--- src/rtl/pmlb_pkg.sv ---
// ----------------------------------------------------------------------------
// pmlb_pkg
// shared types and constants of the peak meter led bar core
// ----------------------------------------------------------------------------
package pmlb_pkg;

    localparam int MAX_LEDS    = 64;
    localparam int LED_W       = $clog2(MAX_LEDS);
    localparam int COUNT_W     = 7;
    localparam int FADE_W      = 14;
    localparam int SAMPLE_W    = 16;
    localparam int GAIN_W      = 8;
    localparam int RAMP_W      = 16;
    localparam int LEVEL_W     = 14;
    localparam int CFG_IDX_W   = 2;
    localparam int CFG_DATA_W  = 14;
    localparam int SCALE_SHIFT = 18;

    localparam logic [COUNT_W-1:0] NUM_LEDS_RESET  = 7'd64;
    localparam logic [FADE_W-1:0]  FADE_STEP_RESET = 14'd64;
    localparam logic [LEVEL_W-1:0] LEVEL_FLOOR     = 14'd256;

    localparam logic [CFG_IDX_W-1:0] CFG_NUM_LEDS  = 2'd0;
    localparam logic [CFG_IDX_W-1:0] CFG_FADE_STEP = 2'd1;

    localparam logic FUNC_SAMPLE = 1'b0;
    localparam logic FUNC_RENDER = 1'b1;

    typedef enum logic [2:0] {
        ST_IDLE,
        ST_SCALE,
        ST_LEVEL,
        ST_TOP,
        ST_DIV,
        ST_EMIT
    } t_state;

endpackage

--- src/rtl/pmlb_ifs.sv ---
// ----------------------------------------------------------------------------
// pmlb channel interfaces
// input item, result item and register write channels
// ----------------------------------------------------------------------------
interface pmlb_in_if import pmlb_pkg::*; ();
    logic                       valid;
    logic                       ready;
    logic                       func;
    logic signed [SAMPLE_W-1:0] sample;
    logic                       block_start;
    logic [GAIN_W-1:0]          gain;

    modport source (output valid, func, sample, block_start, gain, input ready);
    modport sink   (input valid, func, sample, block_start, gain, output ready);
endinterface

interface pmlb_out_if import pmlb_pkg::*; ();
    logic              valid;
    logic              ready;
    logic [LED_W-1:0]  led_index;
    logic              lit;
    logic [RAMP_W-1:0] ramp_value;
    logic              last;

    modport source (output valid, led_index, lit, ramp_value, last, input ready);
    modport sink   (input valid, led_index, lit, ramp_value, last, output ready);
endinterface

interface pmlb_cfg_if import pmlb_pkg::*; ();
    logic                  valid;
    logic                  ready;
    logic [CFG_IDX_W-1:0]  index;
    logic [CFG_DATA_W-1:0] data;

    modport source (output valid, index, data, input ready);
    modport sink   (input valid, index, data, output ready);
endinterface

--- src/rtl/peak_meter_led_bar_core.sv ---
// ----------------------------------------------------------------------------
// peak_meter_led_bar_core
// peak hold meter with decaying bar level, one beat per led on render
// ----------------------------------------------------------------------------
// channel  dir  beat
// i_in     in   func, sample, block_start, gain
// o_out    out  led_index, lit, ramp_value, last
// i_cfg    in   index, data (0 num_leds, 1 fade_step)
//
// a sample beat updates the held peak and leaves the core idle
// a render beat runs setup (two multiplies, level, top, then 16 steps of
// the shared compare-subtract for 65535/top), then one beat per led, for
// num_leds clamped to 2..64 leds; the same compare-subtract steps the ramp
// i_in.ready is low from a render beat until the last led beat is taken
// synchronous active-low reset restores registers, peak and level to reset
// ----------------------------------------------------------------------------
module peak_meter_led_bar_core import pmlb_pkg::*; (
    input  logic          i_clk,
    input  logic          i_rst_n,
    pmlb_in_if.sink       i_in,
    pmlb_cfg_if.sink      i_cfg,
    pmlb_out_if.source    o_out
);

    t_state                r_state, n_state;
    logic [COUNT_W-1:0]    r_num_leds;
    logic [FADE_W-1:0]     r_fade;
    logic [SAMPLE_W-1:0]   r_peak, n_peak;
    logic [LEVEL_W-1:0]    r_bar, n_bar;
    logic [23:0]           r_prod, n_prod;
    logic [LED_W-1:0]      r_scaled, n_scaled;
    logic [LED_W-1:0]      r_top, n_top;
    logic [RAMP_W-1:0]     r_quo, n_quo;
    logic [LED_W-1:0]      r_rem, n_rem;
    logic [3:0]            r_cnt, n_cnt;
    logic [LED_W-1:0]      r_led, n_led;
    logic [RAMP_W-1:0]     r_acc_q, n_acc_q;
    logic [LED_W-1:0]      r_acc_r, n_acc_r;

    logic [COUNT_W-1:0]    led_n;
    logic [LED_W-1:0]      max_idx;
    logic                  in_beat, out_beat, cfg_beat;
    logic [SAMPLE_W-1:0]   mag;
    logic [30:0]           prod_n;
    logic [12:0]           scaled_raw;
    logic signed [15:0]    lvl;
    logic [LEVEL_W-1:0]    lvl_floor, lvl_cap, cap_val, scaled_lvl;
    logic [14:0]           top_sum;
    logic [COUNT_W-1:0]    top_raw;
    logic [COUNT_W-1:0]    cs_x, cs_diff;
    logic                  cs_ge;

    always_comb begin
        if (r_num_leds < 7'd2) begin
            led_n = 7'd2;
        end else if (r_num_leds > COUNT_W'(MAX_LEDS)) begin
            led_n = COUNT_W'(MAX_LEDS);
        end else begin
            led_n = r_num_leds;
        end
    end
    assign max_idx = LED_W'(led_n - 7'd1);

    assign in_beat  = i_in.valid & i_in.ready;
    assign out_beat = o_out.valid & o_out.ready;
    assign cfg_beat = i_cfg.valid & i_cfg.ready;

    assign i_in.ready  = (r_state == ST_IDLE);
    assign i_cfg.ready = 1'b1;

    assign mag = i_in.sample[SAMPLE_W-1] ? (~i_in.sample + 16'd1) : i_in.sample;

    // gain scaling
    assign prod_n     = 31'(r_prod) * 31'(led_n);
    assign scaled_raw = prod_n[30:SCALE_SHIFT];

    // fade, floor, cap, jump up
    assign lvl        = $signed({2'b00, r_bar}) - $signed({2'b00, r_fade});
    assign lvl_floor  = (lvl < 16'sd256) ? LEVEL_FLOOR : lvl[LEVEL_W-1:0];
    assign cap_val    = {max_idx, 8'h00};
    assign lvl_cap    = (lvl_floor > cap_val) ? cap_val : lvl_floor;
    assign scaled_lvl = {r_scaled, 8'h00};

    // round half up to an led index
    assign top_sum = {1'b0, r_bar} + 15'd128;
    assign top_raw = top_sum[14:8];

    // shared compare-subtract: divide step, then ramp step
    assign cs_x    = (r_state == ST_DIV) ? {r_rem, 1'b1}
                                         : ({1'b0, r_acc_r} + {1'b0, r_rem});
    assign cs_ge   = (cs_x >= {1'b0, r_top});
    assign cs_diff = cs_x - {1'b0, r_top};

    always_comb begin
        n_state  = r_state;
        n_peak   = r_peak;
        n_bar    = r_bar;
        n_prod   = r_prod;
        n_scaled = r_scaled;
        n_top    = r_top;
        n_quo    = r_quo;
        n_rem    = r_rem;
        n_cnt    = r_cnt;
        n_led    = r_led;
        n_acc_q  = r_acc_q;
        n_acc_r  = r_acc_r;
        unique case (r_state)
            ST_IDLE: begin
                n_prod = 24'(r_peak) * 24'(i_in.gain);
                if (in_beat) begin
                    if (i_in.func == FUNC_SAMPLE) begin
                        if (i_in.block_start || (mag > r_peak)) begin
                            n_peak = mag;
                        end
                    end else begin
                        n_state = ST_SCALE;
                    end
                end
            end
            ST_SCALE: begin
                if (scaled_raw > 13'(max_idx)) begin
                    n_scaled = max_idx;
                end else if (scaled_raw < 13'd1) begin
                    n_scaled = LED_W'(1);
                end else begin
                    n_scaled = scaled_raw[LED_W-1:0];
                end
                n_state = ST_LEVEL;
            end
            ST_LEVEL: begin
                n_bar   = (scaled_lvl > lvl_cap) ? scaled_lvl : lvl_cap;
                n_state = ST_TOP;
            end
            ST_TOP: begin
                if (top_raw < 7'd1) begin
                    n_top = LED_W'(1);
                end else if (top_raw > {1'b0, max_idx}) begin
                    n_top = max_idx;
                end else begin
                    n_top = top_raw[LED_W-1:0];
                end
                n_rem   = '0;
                n_cnt   = '0;
                n_state = ST_DIV;
            end
            ST_DIV: begin
                n_rem = cs_ge ? cs_diff[LED_W-1:0] : cs_x[LED_W-1:0];
                n_quo = {r_quo[RAMP_W-2:0], cs_ge};
                n_cnt = r_cnt + 4'd1;
                if (r_cnt == 4'd15) begin
                    n_led   = '0;
                    n_acc_q = '0;
                    n_acc_r = '0;
                    n_state = ST_EMIT;
                end
            end
            ST_EMIT: begin
                if (out_beat) begin
                    n_acc_q = r_acc_q + r_quo + RAMP_W'(cs_ge);
                    n_acc_r = cs_ge ? cs_diff[LED_W-1:0] : cs_x[LED_W-1:0];
                    n_led   = r_led + LED_W'(1);
                    if (r_led == max_idx) begin
                        n_state = ST_IDLE;
                    end
                end
            end
            default: begin
                n_state = ST_IDLE;
            end
        endcase
    end

    always_ff @(posedge i_clk) begin
        if (!i_rst_n) begin
            r_state    <= ST_IDLE;
            r_num_leds <= NUM_LEDS_RESET;
            r_fade     <= FADE_STEP_RESET;
            r_peak     <= '0;
            r_bar      <= '0;
        end else begin
            r_state <= n_state;
            r_peak  <= n_peak;
            r_bar   <= n_bar;
            if (cfg_beat) begin
                unique case (i_cfg.index)
                    CFG_NUM_LEDS:  r_num_leds <= i_cfg.data[COUNT_W-1:0];
                    CFG_FADE_STEP: r_fade     <= i_cfg.data[FADE_W-1:0];
                    default: ;
                endcase
            end
        end
    end

    always_ff @(posedge i_clk) begin
        r_prod   <= n_prod;
        r_scaled <= n_scaled;
        r_top    <= n_top;
        r_quo    <= n_quo;
        r_rem    <= n_rem;
        r_cnt    <= n_cnt;
        r_led    <= n_led;
        r_acc_q  <= n_acc_q;
        r_acc_r  <= n_acc_r;
    end

    assign o_out.valid      = (r_state == ST_EMIT);
    assign o_out.led_index  = r_led;
    assign o_out.lit        = (r_led <= r_top);
    assign o_out.ramp_value = (r_led <= r_top) ? r_acc_q : '0;
    assign o_out.last       = (r_led == max_idx);

    a_no_overlap: assert property (@(posedge i_clk) disable iff (!i_rst_n)
        !(i_in.ready && o_out.valid))
        else $error("input ready while a led beat is pending");

    a_last_frees: assert property (@(posedge i_clk) disable iff (!i_rst_n)
        (out_beat && o_out.last) |=> i_in.ready)
        else $error("not ready after the last led beat");

    a_top_range: assert property (@(posedge i_clk) disable iff (!i_rst_n)
        o_out.valid |-> (r_top >= LED_W'(1)) && (r_top <= max_idx))
        else $error("bar top out of range");

    a_full_ramp: assert property (@(posedge i_clk) disable iff (!i_rst_n)
        (o_out.valid && (r_led == r_top)) |-> (o_out.ramp_value == 16'hFFFF))
        else $error("ramp at bar top is not full scale");

    a_level_floor: assert property (@(posedge i_clk) disable iff (!i_rst_n)
        (r_state == ST_LEVEL) |=> (r_bar >= LEVEL_FLOOR))
        else $error("bar level below floor after render");

endmodule

--- src/flat_wrapper.sv ---
// flat-port wrapper written by rule: the top's interface ports become plain ports
module peak_meter_led_bar_core_flat import pmlb_pkg::*;
  (i_clk, i_rst_n, i_in_valid, i_in_func, i_in_sample, i_in_block_start, i_in_gain, i_in_ready, i_cfg_valid, i_cfg_index, i_cfg_data, i_cfg_ready, o_out_valid, o_out_led_index, o_out_lit, o_out_ramp_value, o_out_last, o_out_ready);
  pmlb_in_if i_in_i ();
  pmlb_cfg_if i_cfg_i ();
  pmlb_out_if o_out_i ();
  input  logic i_clk;
  input  logic i_rst_n;
  input wire logic [$bits(i_in_i.valid)-1:0] i_in_valid;
  input wire logic [$bits(i_in_i.func)-1:0] i_in_func;
  input wire logic [$bits(i_in_i.sample)-1:0] i_in_sample;
  input wire logic [$bits(i_in_i.block_start)-1:0] i_in_block_start;
  input wire logic [$bits(i_in_i.gain)-1:0] i_in_gain;
  output wire logic [$bits(i_in_i.ready)-1:0] i_in_ready;
  input wire logic [$bits(i_cfg_i.valid)-1:0] i_cfg_valid;
  input wire logic [$bits(i_cfg_i.index)-1:0] i_cfg_index;
  input wire logic [$bits(i_cfg_i.data)-1:0] i_cfg_data;
  output wire logic [$bits(i_cfg_i.ready)-1:0] i_cfg_ready;
  output wire logic [$bits(o_out_i.valid)-1:0] o_out_valid;
  output wire logic [$bits(o_out_i.led_index)-1:0] o_out_led_index;
  output wire logic [$bits(o_out_i.lit)-1:0] o_out_lit;
  output wire logic [$bits(o_out_i.ramp_value)-1:0] o_out_ramp_value;
  output wire logic [$bits(o_out_i.last)-1:0] o_out_last;
  input wire logic [$bits(o_out_i.ready)-1:0] o_out_ready;
  assign i_in_i.valid = i_in_valid;
  assign i_in_i.func = i_in_func;
  assign i_in_i.sample = i_in_sample;
  assign i_in_i.block_start = i_in_block_start;
  assign i_in_i.gain = i_in_gain;
  assign i_in_ready = i_in_i.ready;
  assign i_cfg_i.valid = i_cfg_valid;
  assign i_cfg_i.index = i_cfg_index;
  assign i_cfg_i.data = i_cfg_data;
  assign i_cfg_ready = i_cfg_i.ready;
  assign o_out_valid = o_out_i.valid;
  assign o_out_led_index = o_out_i.led_index;
  assign o_out_lit = o_out_i.lit;
  assign o_out_ramp_value = o_out_i.ramp_value;
  assign o_out_last = o_out_i.last;
  assign o_out_i.ready = o_out_ready;
  peak_meter_led_bar_core u_core (.i_clk(i_clk), .i_rst_n(i_rst_n), .i_in(i_in_i), .i_cfg(i_cfg_i), .o_out(o_out_i));
endmodule
--- config.mk ---
export PLATFORM = sky130hd
export DESIGN_NAME = peak_meter_led_bar_core_flat
export DESIGN_NICKNAME = d
export VERILOG_FILES = /design/src/rtl/pmlb_pkg.sv /design/src/rtl/pmlb_ifs.sv /design/src/rtl/peak_meter_led_bar_core.sv /design/src/flat_wrapper.sv
export SDC_FILE = /design/constraint.sdc
export NUM_CORES = 1
export LEC_CHECK = 0
export BUFFER_PORTS_ARGS = -buffer_cell sky130_fd_sc_hd__buf_4
export CORE_MARGIN = 5
export CORE_UTILIZATION = 70
export DETAILED_ROUTE_END_ITERATION = 8
export GPL_TIMING_DRIVEN = 0
export PLACE_DENSITY = 0.95
export SYNTH_ARGS = -nofsm -noshare
export SYNTH_HDL_FRONTEND = slang
export SYNTH_SLANG_ARGS = --single-unit
--- constraint.sdc ---
create_clock -name i_clk -period 21 [get_ports i_clk]
set_input_delay 2.1 -clock i_clk [delete_from_list [all_inputs] [get_ports i_clk]]
set_output_delay 2.1 -clock i_clk [all_outputs]
set_load 0.005 [all_outputs]
---- Word level (Yosys, flattened, before mapping) ----
Cells that the tools add are included.
operators by class
  add/sub/neg operators ................... 10
  eq/ne operators ......................... 13
  magnitude comparators ................... 12
  bitwise gates (word level) .............. 4
  $mul .................................... 2
  muxes and demuxes ....................... 28
  reductions and logical operators ........ 10
operator list
  operator                                              number
  2-to-1 mux 16 bit                                     4
  2-to-1 mux 14 bit                                     3
  2-to-1 mux 6 bit                                      7
  one-hot mux 6 bit (2 select lines)                    3
  one-hot mux 16 bit (2 select lines)                   1
  multiplier 24 x 7 -> 31 bit                           1
  > comparator 14 bit                                   2
  multiplier 16 x 8 -> 24 bit                           1
  2-to-1 mux 7 bit                                      3
  one-hot mux 3 bit (6 select lines)                    1
  adder 16 x 1 -> 16 bit                                1
  adder 16 x 1 -> 16 bit, second input constant         1
  adder 16 bit                                          1
  > comparator 16 bit                                   1
  < comparator 16 x 10 -> 1 bit, second input constant  1
  NOT 16 bit                                            1
  adder 14 x 8 -> 15 bit, second input constant         1
  2-to-1 mux 3 bit                                      5
  subtractor 14 x 14 -> 15 bit                          1
  > comparator 13 x 6 -> 1 bit                          1
  < comparator 13 x 1 -> 1 bit, second input constant   1
  != test 2 bit, second input constant                  5
  one-hot mux 4 bit (2 select lines)                    1
  adder 6 x 6 -> 7 bit                                  1
  other kinds (26)                                      31
word-level totals
  flip-flop bits (word level) ............. 144
  logic and storage cells ................. 93

---- Logic depth before layout (Yosys ltp) ----
Gate-level depths: netlist (run 1).
  word-level depth ........................ 8
  depth in mapped cells ................... 31
  gate-level depth less buffers ........... 31

---- Worst setup path after synthesis (run 1) ----
Ideal clock, no wire load.
  kind .................................... flip-flop to flip-flop
  from .................................... reg u_core.r_num_leds[4]
  to ...................................... reg u_core.r_scaled[1] (data pin)
  setup time .............................. 0.260 ns
  stages on the path, launching flop included .. 28
  path slack .............................. 14.168 ns
  buffers on the path ..................... 1
  arrival time ............................ 6.573 ns
  cells stage by stage .................... dfxtp_1 -> nor2_1 -> nor4b_1 -> nor2_1 -> nor2_1 -> clkbuf_1 -> and2_1 -> fa_1 -> fa_1 -> fa_1 -> inv_1 -> fa_1 -> inv_1 -> ha_1 -> a21o_1 -> a221o_1 -> a21o_1 -> o21a_1 -> a311o_1 -> nor2b_1 -> ha_1 -> a21o_1 -> a21oi_1 -> o21ai_0 -> o21ai_0 -> o211ai_1 -> nor3_2 -> mux2_2
on the way
  word-level cells in the longest chain between the ends .. 7
ends and longest elaborated chain
  item                          line                            source
  start, declared               peak_meter_led_bar_core.sv:26   logic [COUNT_W-1:0] r_num_leds;
  start signal, assigned        peak_meter_led_bar_core.sv:186  CFG_NUM_LEDS: r_num_leds <= i_cfg.data[COUNT_W-1:0];
  > comparator 7 bit            peak_meter_led_bar_core.sv:56   end else if (r_num_leds > COUNT_W'(MAX_LEDS)) begin
  2-to-1 mux 7 bit              peak_meter_led_bar_core.sv:56
  2-to-1 mux 7 bit (*)          peak_meter_led_bar_core.sv:54   if (r_num_leds < 7'd2) begin
  multiplier 24 x 7 -> 31 bit   peak_meter_led_bar_core.sv:74   assign prod_n = 31'(r_prod) * 31'(led_n);
  < comparator 13 x 1 -> 1 bit  peak_meter_led_bar_core.sv:123  end else if (scaled_raw < 13'd1) begin
  2-to-1 mux 6 bit              peak_meter_led_bar_core.sv:123
  2-to-1 mux 6 bit (*)          peak_meter_led_bar_core.sv:121  if (scaled_raw > 13'(max_idx)) begin
  end signal, assigned          peak_meter_led_bar_core.sv:196  r_scaled <= n_scaled;
  end, declared                 peak_meter_led_bar_core.sv:31   logic [LED_W-1:0] r_scaled, n_scaled;
Every way passes the cells marked *; elsewhere a longest branch is shown, timed or not.
A chain may end at the register's enable or synchronous reset.

---- Worst setup path after layout (run 1) ----
Ends and elaborated chain as after synthesis.

==> metrics.cfg, run 1 <==
[yosys]
synth-seq-cells = 144
ys_dominant_reg_cell = sky130_fd_sc_hd__edfxtp_1
yosys.area_share.adder_pct = 35.5
seq_area_frac_synth_pct = 21.6
syn-mean-instance-area_um2 = 9.32
postSynthNetCount = 2309
yosys_warnings = 0
synthSimpleGateAreaFrac_pct = 19.1
yosysUniqueCellTypes = 75
syn-instance-count = 1883
synth_area_mm2 = 0.0175
share_of_synthesized_area_spent_on_multiplexers_pct = 1.93
synth_top_family_by_area = adder cells
synth_compound_gate_area_share_pct = 11.2
postSynth.asyncResetShare_pct = 0
synth-edff-count = 90
synth_xor_xnor_area_share_pct = 4.14

[setup_path]
worst-r2r-setup-slack_ns = 12.34
cp.arrival_ns = 8.87
crit_type = flop to flop
critical_path_peak_fanout = 10
cp-start-kind = flop
reg2regPathDepth = 28
timing.critical_path.required_ns = 21.20
setup.worst_path.end_class = flop
critical_path.slowest_cell = sky130_fd_sc_hd__nor3_2
slowest_delay_ns = 0.59
critical_path.most_common_cell = sky130_fd_sc_hd__fa_1

[clock_network]
tritoncts = done
post_cts_sizing_count = 0
post_cts_hold_buffer_count = 0
cts.sink_count = 144
h-tree-depth = 4
buffers_inserted_by_post_cts_timing_repair = 0
clk-insertion-delay-late_ns = 0.46
cts.root.buffer_cell = sky130_fd_sc_hd__clkbuf_16
cts_inserted_buffers = 17
ctsLongestPathBuffers = 2
path_clk_slew_ns = 0.08

[timing]
worst_slew_pin_slew_ns = 1.24
fmax_mhz = 115
fin_crit_sh_pct = 41.2
unrepaired_setup_endpoints_after_global_routing = no
timing_hold_violations_final = 0
clock-skew-final_ns = 0.0124
report.final.setup_viol = 0
setup_total_negative_slack_ns = 0
max-slew-margin-rel_pct = 17.4
slew_violations = 0
fin_crit_ns = 8.66

[final_layout]
final_core_utilization_pct = 76.7
layout.filler_cells = 1403
stdcell_count = 2321
area_taken_by_flip_flops_and_latches_mm2 = 0.00378
finish.net_count = 2403
drive_gt1_share_pct = 6.53
layout-area-overhead-vs-synth_pct = 9.08
multi_input_area_mm2 = 0.0126

[floorplan]
core_area_mm2 = 0.0250
rows = 58
fp.dieW_um = 168
boundaryPins = 74
initial_utilization_pct = 70.3
design.die.area_mm2 = 0.0283
die_h_um = 168

[routing]
drc = 0
detailed_routing_iteration_count_for_the_pre_antenna_repair_pass = 8
totalWireLength_mm = 49.2
violation_count_after_the_first_detailed_route_iteration = 1930
vias_per_cell = 6.50
avg_wl_per_cell_um = 21.2
route.antenna.remaining_nets = 0
num_vias = 15100

[power_and_ir_drop]
power_density_mw_per_mm2 = 63.2
power_leakage_nw = 9.29
ir_worst_vdd_uv = 65.7

[global_routing]
grt_util_all_layers_pct = 35.2
globalRouteOverflowTotal = 0
pin_count_of_the_biggest_net_entering_global_routing = 26
antenna_violations_before_repair = 0
grt_pass1_vias = 16100
wire_length_of_the_first_global_routing_pass_mm = 80.6

[worst_hold_path]
type_of_the_most_critical_hold_path = flop to flop
holdPathStages = 0

[placed_design]
placed_cells_incl_taps = 2288
routabilityCongestion = 0.940
port-buffer-count = 72
post-dp-hpwl_mm = 34.7

[run]
max_cap_violations = 0

[outcome]
run_status = complete, no violations

[critical path: cells and delay by family (launching register included)]
kind | cells | cell delay (ns)
adder cells (fa/ha/maj) | 6 | 2.63
AO/OA/AOI/OAI | 9 | 1.89
multiplexers | 1 | 0.43
buffers and inverters | 3 | 0.54
flip-flops | 1 | 0.38
AND/OR/NAND/NOR | 9 | 2.50
[cell type report]
class	instances	share of cell area (%)
multi-input combinational	1433	65.9
clock inverter	14	0.713
inverter	244	4.78
tap	330	2.16
antenna	1	0.0131
sequential	144	19.8
buffer	62	1.25
clock buffer	18	2.35
timing repair buffer	75	3.04
[report_power, final]
group          switching, mW  total [mW]  internal (mW)
registers             0.0509       0.385          0.334
logic                  0.302       0.508          0.206
clock network          0.151       0.316          0.165
total                  0.504        1.21          0.706
[worst paths after layout]
kind | startpoint | end
hold / removal | u_core.r_quo[5] | u_core.r_quo[6]
setup / recovery | u_core.r_num_leds[4] | u_core.r_scaled[1]
hold reg to reg | u_core.r_quo[5] | u_core.r_quo[6]
setup reg to reg | u_core.r_num_leds[4] | u_core.r_scaled[1]
[cells by family (layout without fill, tap and decap cells)]
group,Yosys count,after routing
AO/OA/AOI/OAI,277,277
XOR/XNOR,83,83
adder cells (fa/ha/maj),379,379
buffers and inverters,306,413
flip-flops,144,144
multiplexers,33,33
other,1,2
AND/OR/NAND/NOR,660,660
[synthesized netlist by cell type, types with 3 or more instances]
cell | number | area, um2
sky130_fd_sc_hd__a211o_1 | 3 | 26.3
sky130_fd_sc_hd__a211oi_1 | 7 | 52.6
sky130_fd_sc_hd__a21boi_0 | 15 | 113
sky130_fd_sc_hd__a21o_1 | 30 | 225
sky130_fd_sc_hd__a21oi_1 | 62 | 310
sky130_fd_sc_hd__a22o_1 | 8 | 70.1
sky130_fd_sc_hd__a31oi_1 | 7 | 43.8
sky130_fd_sc_hd__a32oi_1 | 7 | 61.3
sky130_fd_sc_hd__and2_1 | 195 | 1220
sky130_fd_sc_hd__and3_1 | 12 | 75.1
sky130_fd_sc_hd__and4_1 | 3 | 26.3
sky130_fd_sc_hd__clkbuf_1 | 58 | 218
sky130_fd_sc_hd__dfxtp_1 | 54 | 1080
sky130_fd_sc_hd__edfxtp_1 | 90 | 2700
sky130_fd_sc_hd__fa_1 | 197 | 3940
sky130_fd_sc_hd__ha_1 | 182 | 2280
sky130_fd_sc_hd__inv_1 | 243 | 912
sky130_fd_sc_hd__mux2_2 | 7 | 78.8
sky130_fd_sc_hd__mux2i_1 | 26 | 260
sky130_fd_sc_hd__nand2_1 | 213 | 800
sky130_fd_sc_hd__nand2b_1 | 22 | 138
sky130_fd_sc_hd__nand3_1 | 22 | 110
sky130_fd_sc_hd__nand4_1 | 9 | 56.3
sky130_fd_sc_hd__nor2_1 | 104 | 390
sky130_fd_sc_hd__nor2b_1 | 31 | 194
sky130_fd_sc_hd__nor3_1 | 20 | 100
sky130_fd_sc_hd__nor3b_1 | 4 | 30.0
sky130_fd_sc_hd__o2111ai_1 | 5 | 43.8
sky130_fd_sc_hd__o211a_1 | 16 | 160
sky130_fd_sc_hd__o211ai_1 | 5 | 37.5
sky130_fd_sc_hd__o21a_1 | 22 | 165
sky130_fd_sc_hd__o21ai_0 | 35 | 175
sky130_fd_sc_hd__o21ai_1 | 7 | 35.0
sky130_fd_sc_hd__o21bai_1 | 8 | 60.1
sky130_fd_sc_hd__o31a_1 | 3 | 26.3
sky130_fd_sc_hd__o31ai_1 | 8 | 60.1
sky130_fd_sc_hd__o41ai_1 | 4 | 35.0
sky130_fd_sc_hd__or3_1 | 6 | 37.5
sky130_fd_sc_hd__or4_1 | 3 | 22.5
sky130_fd_sc_hd__xnor2_1 | 51 | 447
sky130_fd_sc_hd__xor2_1 | 32 | 280
[sequential cells by signal, summed over array words and instances, names as in the netlist, 7 cells and up]
signal             flops
u_core.r_peak         16
u_core.r_quo          16
u_core.r_fade         14
u_core.r_prod         24
u_core.r_bar          14
u_core.r_acc_q        16
u_core.r_num_leds      7
[routing by layer]
layer	wire [um]	global-route usage, %	vias up
li1	-	-	6416
met3	4650	6.83	310
met1	17300	42.1	7288
met5	0	0	-
met2	24200	60.2	1072
met4	3030	18.9	0
[metrics by stage]
step	instance area, um2	hold slack (ns)	power [mW]	setup slack (ns)
after floorplan	17500	0.431	0.726	14.17
after global placement	18500	0.437	0.832	13.01
after detailed placement	18600	0.448	0.868	12.64
after CTS	19100	0.466	1.19	12.56
after global routing	19100	0.479	1.27	12.10
final	19100	0.465	1.21	12.34
[layout by cell type, fill, tap and decap left out, types with 30 or more instances in the layout]
cell                         n
sky130_fd_sc_hd__dfxtp_1    54
sky130_fd_sc_hd__nor2_1    104
sky130_fd_sc_hd__xnor2_1    51
sky130_fd_sc_hd__edfxtp_1   90
sky130_fd_sc_hd__buf_4      73
sky130_fd_sc_hd__nor2b_1    31
sky130_fd_sc_hd__a21oi_1    62
sky130_fd_sc_hd__xor2_1     32
sky130_fd_sc_hd__nand2_1   213
sky130_fd_sc_hd__ha_1      182
sky130_fd_sc_hd__fa_1      197
sky130_fd_sc_hd__clkbuf_1   58
sky130_fd_sc_hd__a21o_1     30
sky130_fd_sc_hd__inv_1     243
sky130_fd_sc_hd__and2_1    195
sky130_fd_sc_hd__o21ai_0    34
No activity file was read; power rests on OpenSTA's default activity.
==> run 2, diff against run 1 <==
Settings changed: CORE_UTILIZATION 70 to 58, PLACE_DENSITY 0.95 to 0.85.
Clock period 21 ns to 7.2 ns, I/O delays scaled along.
==> run 2 against run 1 <==
Maximum frequency increased by 24%. Sequential share of layout area decreased by 0.45 points. Combinational power grew to 2.9 times the previous value. Clock skew shrank 0.0012 ns. First-iteration DRC count fell by 47%. Design area up 2.6%. Non-clock buffer count up 13. Routed wire length is 12% lower.
==> metrics.cfg, run 2 (synthesized netlist as in run 1, its figures left out) <==
[outcome]
run_status = complete, no violations  ; unchanged

[placed_design]
port-buffer-count = 72  ; unchanged
routabilityCongestion = 0.911  ; was 0.940
post-dp-hpwl_mm = 33.6  ; was 34.7 mm
dp_worst_setup_slack_ns = -1.13  ; was 12.64 ns

[clock_network]
cts.root.buffer_cell = sky130_fd_sc_hd__clkbuf_16  ; unchanged
post_cts_hold_buffer_count = 0  ; unchanged
cts.sink_count = 144  ; unchanged
h-tree-depth = 4  ; unchanged
ctsLongestPathBuffers = 2  ; unchanged
path_clk_slew_ns = 0.07  ; was 0.08 ns
tritoncts = done  ; unchanged
clk-insertion-delay-late_ns = 0.44  ; was 0.46 ns
cts_inserted_buffers = 17  ; unchanged

[worst_hold_path]
type_of_the_most_critical_hold_path = flop to flop  ; unchanged
holdPathStages = 0  ; unchanged

[timing]
fin_crit_ns = 6.97  ; was 8.66 ns
clock-skew-final_ns = 0.0113  ; was 0.0124 ns
worst_slack_ns = 0.234  ; was 12.34 ns
fin_crit_sh_pct = 96.7  ; was 41.2%
slew_violations = 0  ; unchanged
timing_hold_violations_final = 0  ; unchanged
fmax_mhz = 144  ; was 115 MHz
max-slew-margin-rel_pct = 15.4  ; was 17.4%
report.final.setup_viol = 0  ; unchanged
hold_slack_ns = 0.455  ; was 0.465 ns
worst_slew_pin_slew_ns = 1.26  ; was 1.24 ns

[power_and_ir_drop]
power_leakage_nw = 9.45  ; was 9.29 nW
ir_worst_vdd_uv = 164  ; was 65.7 uV
power_density_mw_per_mm2 = 180  ; was 63.2 mW/mm2

[routing]
avg_wl_per_cell_um = 18.1  ; was 21.2 um
routed_length_on_met3_mm = 2.81  ; was 4.65 mm
violation_count_after_the_first_detailed_route_iteration = 1019  ; was 1930
routed.top_layer = met5  ; was met4
detailed_routing_iteration_count_for_the_pre_antenna_repair_pass = 5  ; was 8
vias_per_cell = 5.86  ; was 6.50
dr_wl_met2_mm = 21.5  ; was 24.2 mm
totalWireLength_mm = 43.2  ; was 49.2 mm
route.antenna.remaining_nets = 0  ; unchanged
detailed_routing_wirelength_on_met1_mm = 17.4  ; was 17.3 mm
drc = 0  ; unchanged
num_vias = 14000  ; was 15100

[floorplan]
fp.dieW_um = 184  ; was 168 um
design.die.area_mm2 = 0.0338  ; was 0.0283 mm2
rows = 63  ; was 58
boundaryPins = 74  ; unchanged
core_area_mm2 = 0.0298  ; was 0.0250 mm2
die_h_um = 184  ; was 168 um
initial_utilization_pct = 58.9  ; was 70.3%

[setup_path]
critical_path.most_common_cell = sky130_fd_sc_hd__fa_1  ; unchanged
reg2regPathDepth = 28  ; unchanged
worst-r2r-setup-slack_ns = 0.23  ; was 12.34 ns
timing.critical_path.required_ns = 7.39  ; was 21.20 ns
cp-start-kind = flop  ; unchanged
critical_path_peak_fanout = 6  ; was 10
crit_type = flop to flop  ; unchanged
cp.arrival_ns = 7.16  ; was 8.87 ns
slowest_delay_ns = 0.55  ; was 0.59 ns
critical_path.slowest_cell = sky130_fd_sc_hd__fa_1  ; was sky130_fd_sc_hd__nor3_2
setup.worst_path.end_class = flop  ; unchanged

[final_layout]
finish.net_count = 2416  ; was 2403
registers.top_by_ff_count = u_core.r_prod  ; unchanged
layout_commonest_cell = sky130_fd_sc_hd__inv_1  ; unchanged
layout-area-overhead-vs-synth_pct = 11.9  ; was 9.08%
layout_common_cells = sky130_fd_sc_hd__inv_1, sky130_fd_sc_hd__nand2_1, sky130_fd_sc_hd__fa_1, sky130_fd_sc_hd__and2_1, sky130_fd_sc_hd__ha_1  ; unchanged
num_antenna_cells = 0  ; was 1
final_core_utilization_pct = 65.9  ; was 76.7%
drive_gt1_share_pct = 9.84  ; was 6.53%
largest_register_ffs = 24  ; unchanged

[global_routing]
grt_pass1_vias = 14800  ; was 16100
globalRouteOverflowTotal = 0  ; unchanged
pin_count_of_the_biggest_net_entering_global_routing = 29  ; was 26
antenna_violations_before_repair = 1  ; was 0
wire_length_of_the_first_global_routing_pass_mm = 71.8  ; was 80.6 mm
grt_util_all_layers_pct = 25.9  ; was 35.2%

[run]
max_cap_violations = 0  ; unchanged

-- run 2: cell types whose count changed in the layout (fill, tap and decap cells not counted), sizes merged --
| cell | previous run | this run |
|---|---|---|
| bufinv | 0 | 1 |
| clkinvlp | 1 | 0 |
| inv | 254 | 253 |
| diode | 1 | 0 |
| buf | 79 | 93 |
-- run 2: report_power, final --
part | total (mW) | leakage, nW | switching (mW) | internal, mW
combinational | 1.49 | 7.88 | 0.847 | 0.646
sequential | 1.12 | 1.27 | 0.142 | 0.975
clock | 0.934 | 0.302 | 0.414 | 0.520
-- run 2: final timing paths --
| check | from | to |
|---|---|---|
| worst max register to register | u_core.r_num_leds[5] | u_core.r_scaled[5] |
| worst max-delay path | u_core.r_num_leds[5] | u_core.r_scaled[5] |
| worst min-delay path | u_core.r_quo[4] | u_core.r_quo[5] |
| worst min register to register | u_core.r_quo[4] | u_core.r_quo[5] |
-- run 2: layout make-up --
type,count,area (um2)
fill,2261,10200
sequential,144,3790
buffer,62,268
clock buffer,19,464
tap,390,488
inverter,244,918
clock inverter,13,140
timing repair buffer,88,688
multi-input combinational,1433,12900
-- run 2: repair_timing --
item                       4_1_cts  5_1_grt
cloned                           1        0
setup buffers                    8        5
pin swaps                       17       20
hold endpoints to repair         0        0
setup endpoints to repair        6       11
resized for setup               44       37
-- run 2: worst max-delay path: cells and delay by family, from the launching register on --
| family | cells | cell delay (ns) |
|---|---|---|
| adders and majority gates | 6 | 2.52 |
| AOI/OAI and AO/OA | 10 | 1.96 |
| and+or+nand+nor | 7 | 1.13 |
| buffers and inverters | 4 | 0.42 |
| DFF | 1 | 0.36 |
| muxes | 1 | 0.32 |
-- run 2: routing by layer --
| metal | up-vias | GRT usage [%] |
|---|---|---|
| met3 | 125 | 4.29 |
| met5 | - | 0 |
| met1 | 6906 | 33.4 |
| li1 | 6444 | - |
| met2 | 543 | 43.7 |
| met4 | 2 | 10.3 |
-- run 2: through the flow --
stage,instance area [um2],power (mW),TNS (ns),instances
finish,19600,3.54,0,2393
detailed placement,18600,2.51,-6.57,2347
CTS,19500,3.50,0,2388
global route,19600,3.78,-0.332,2393
floorplan,17500,2.12,0,1883
global placement,18600,2.44,-5.14,2345
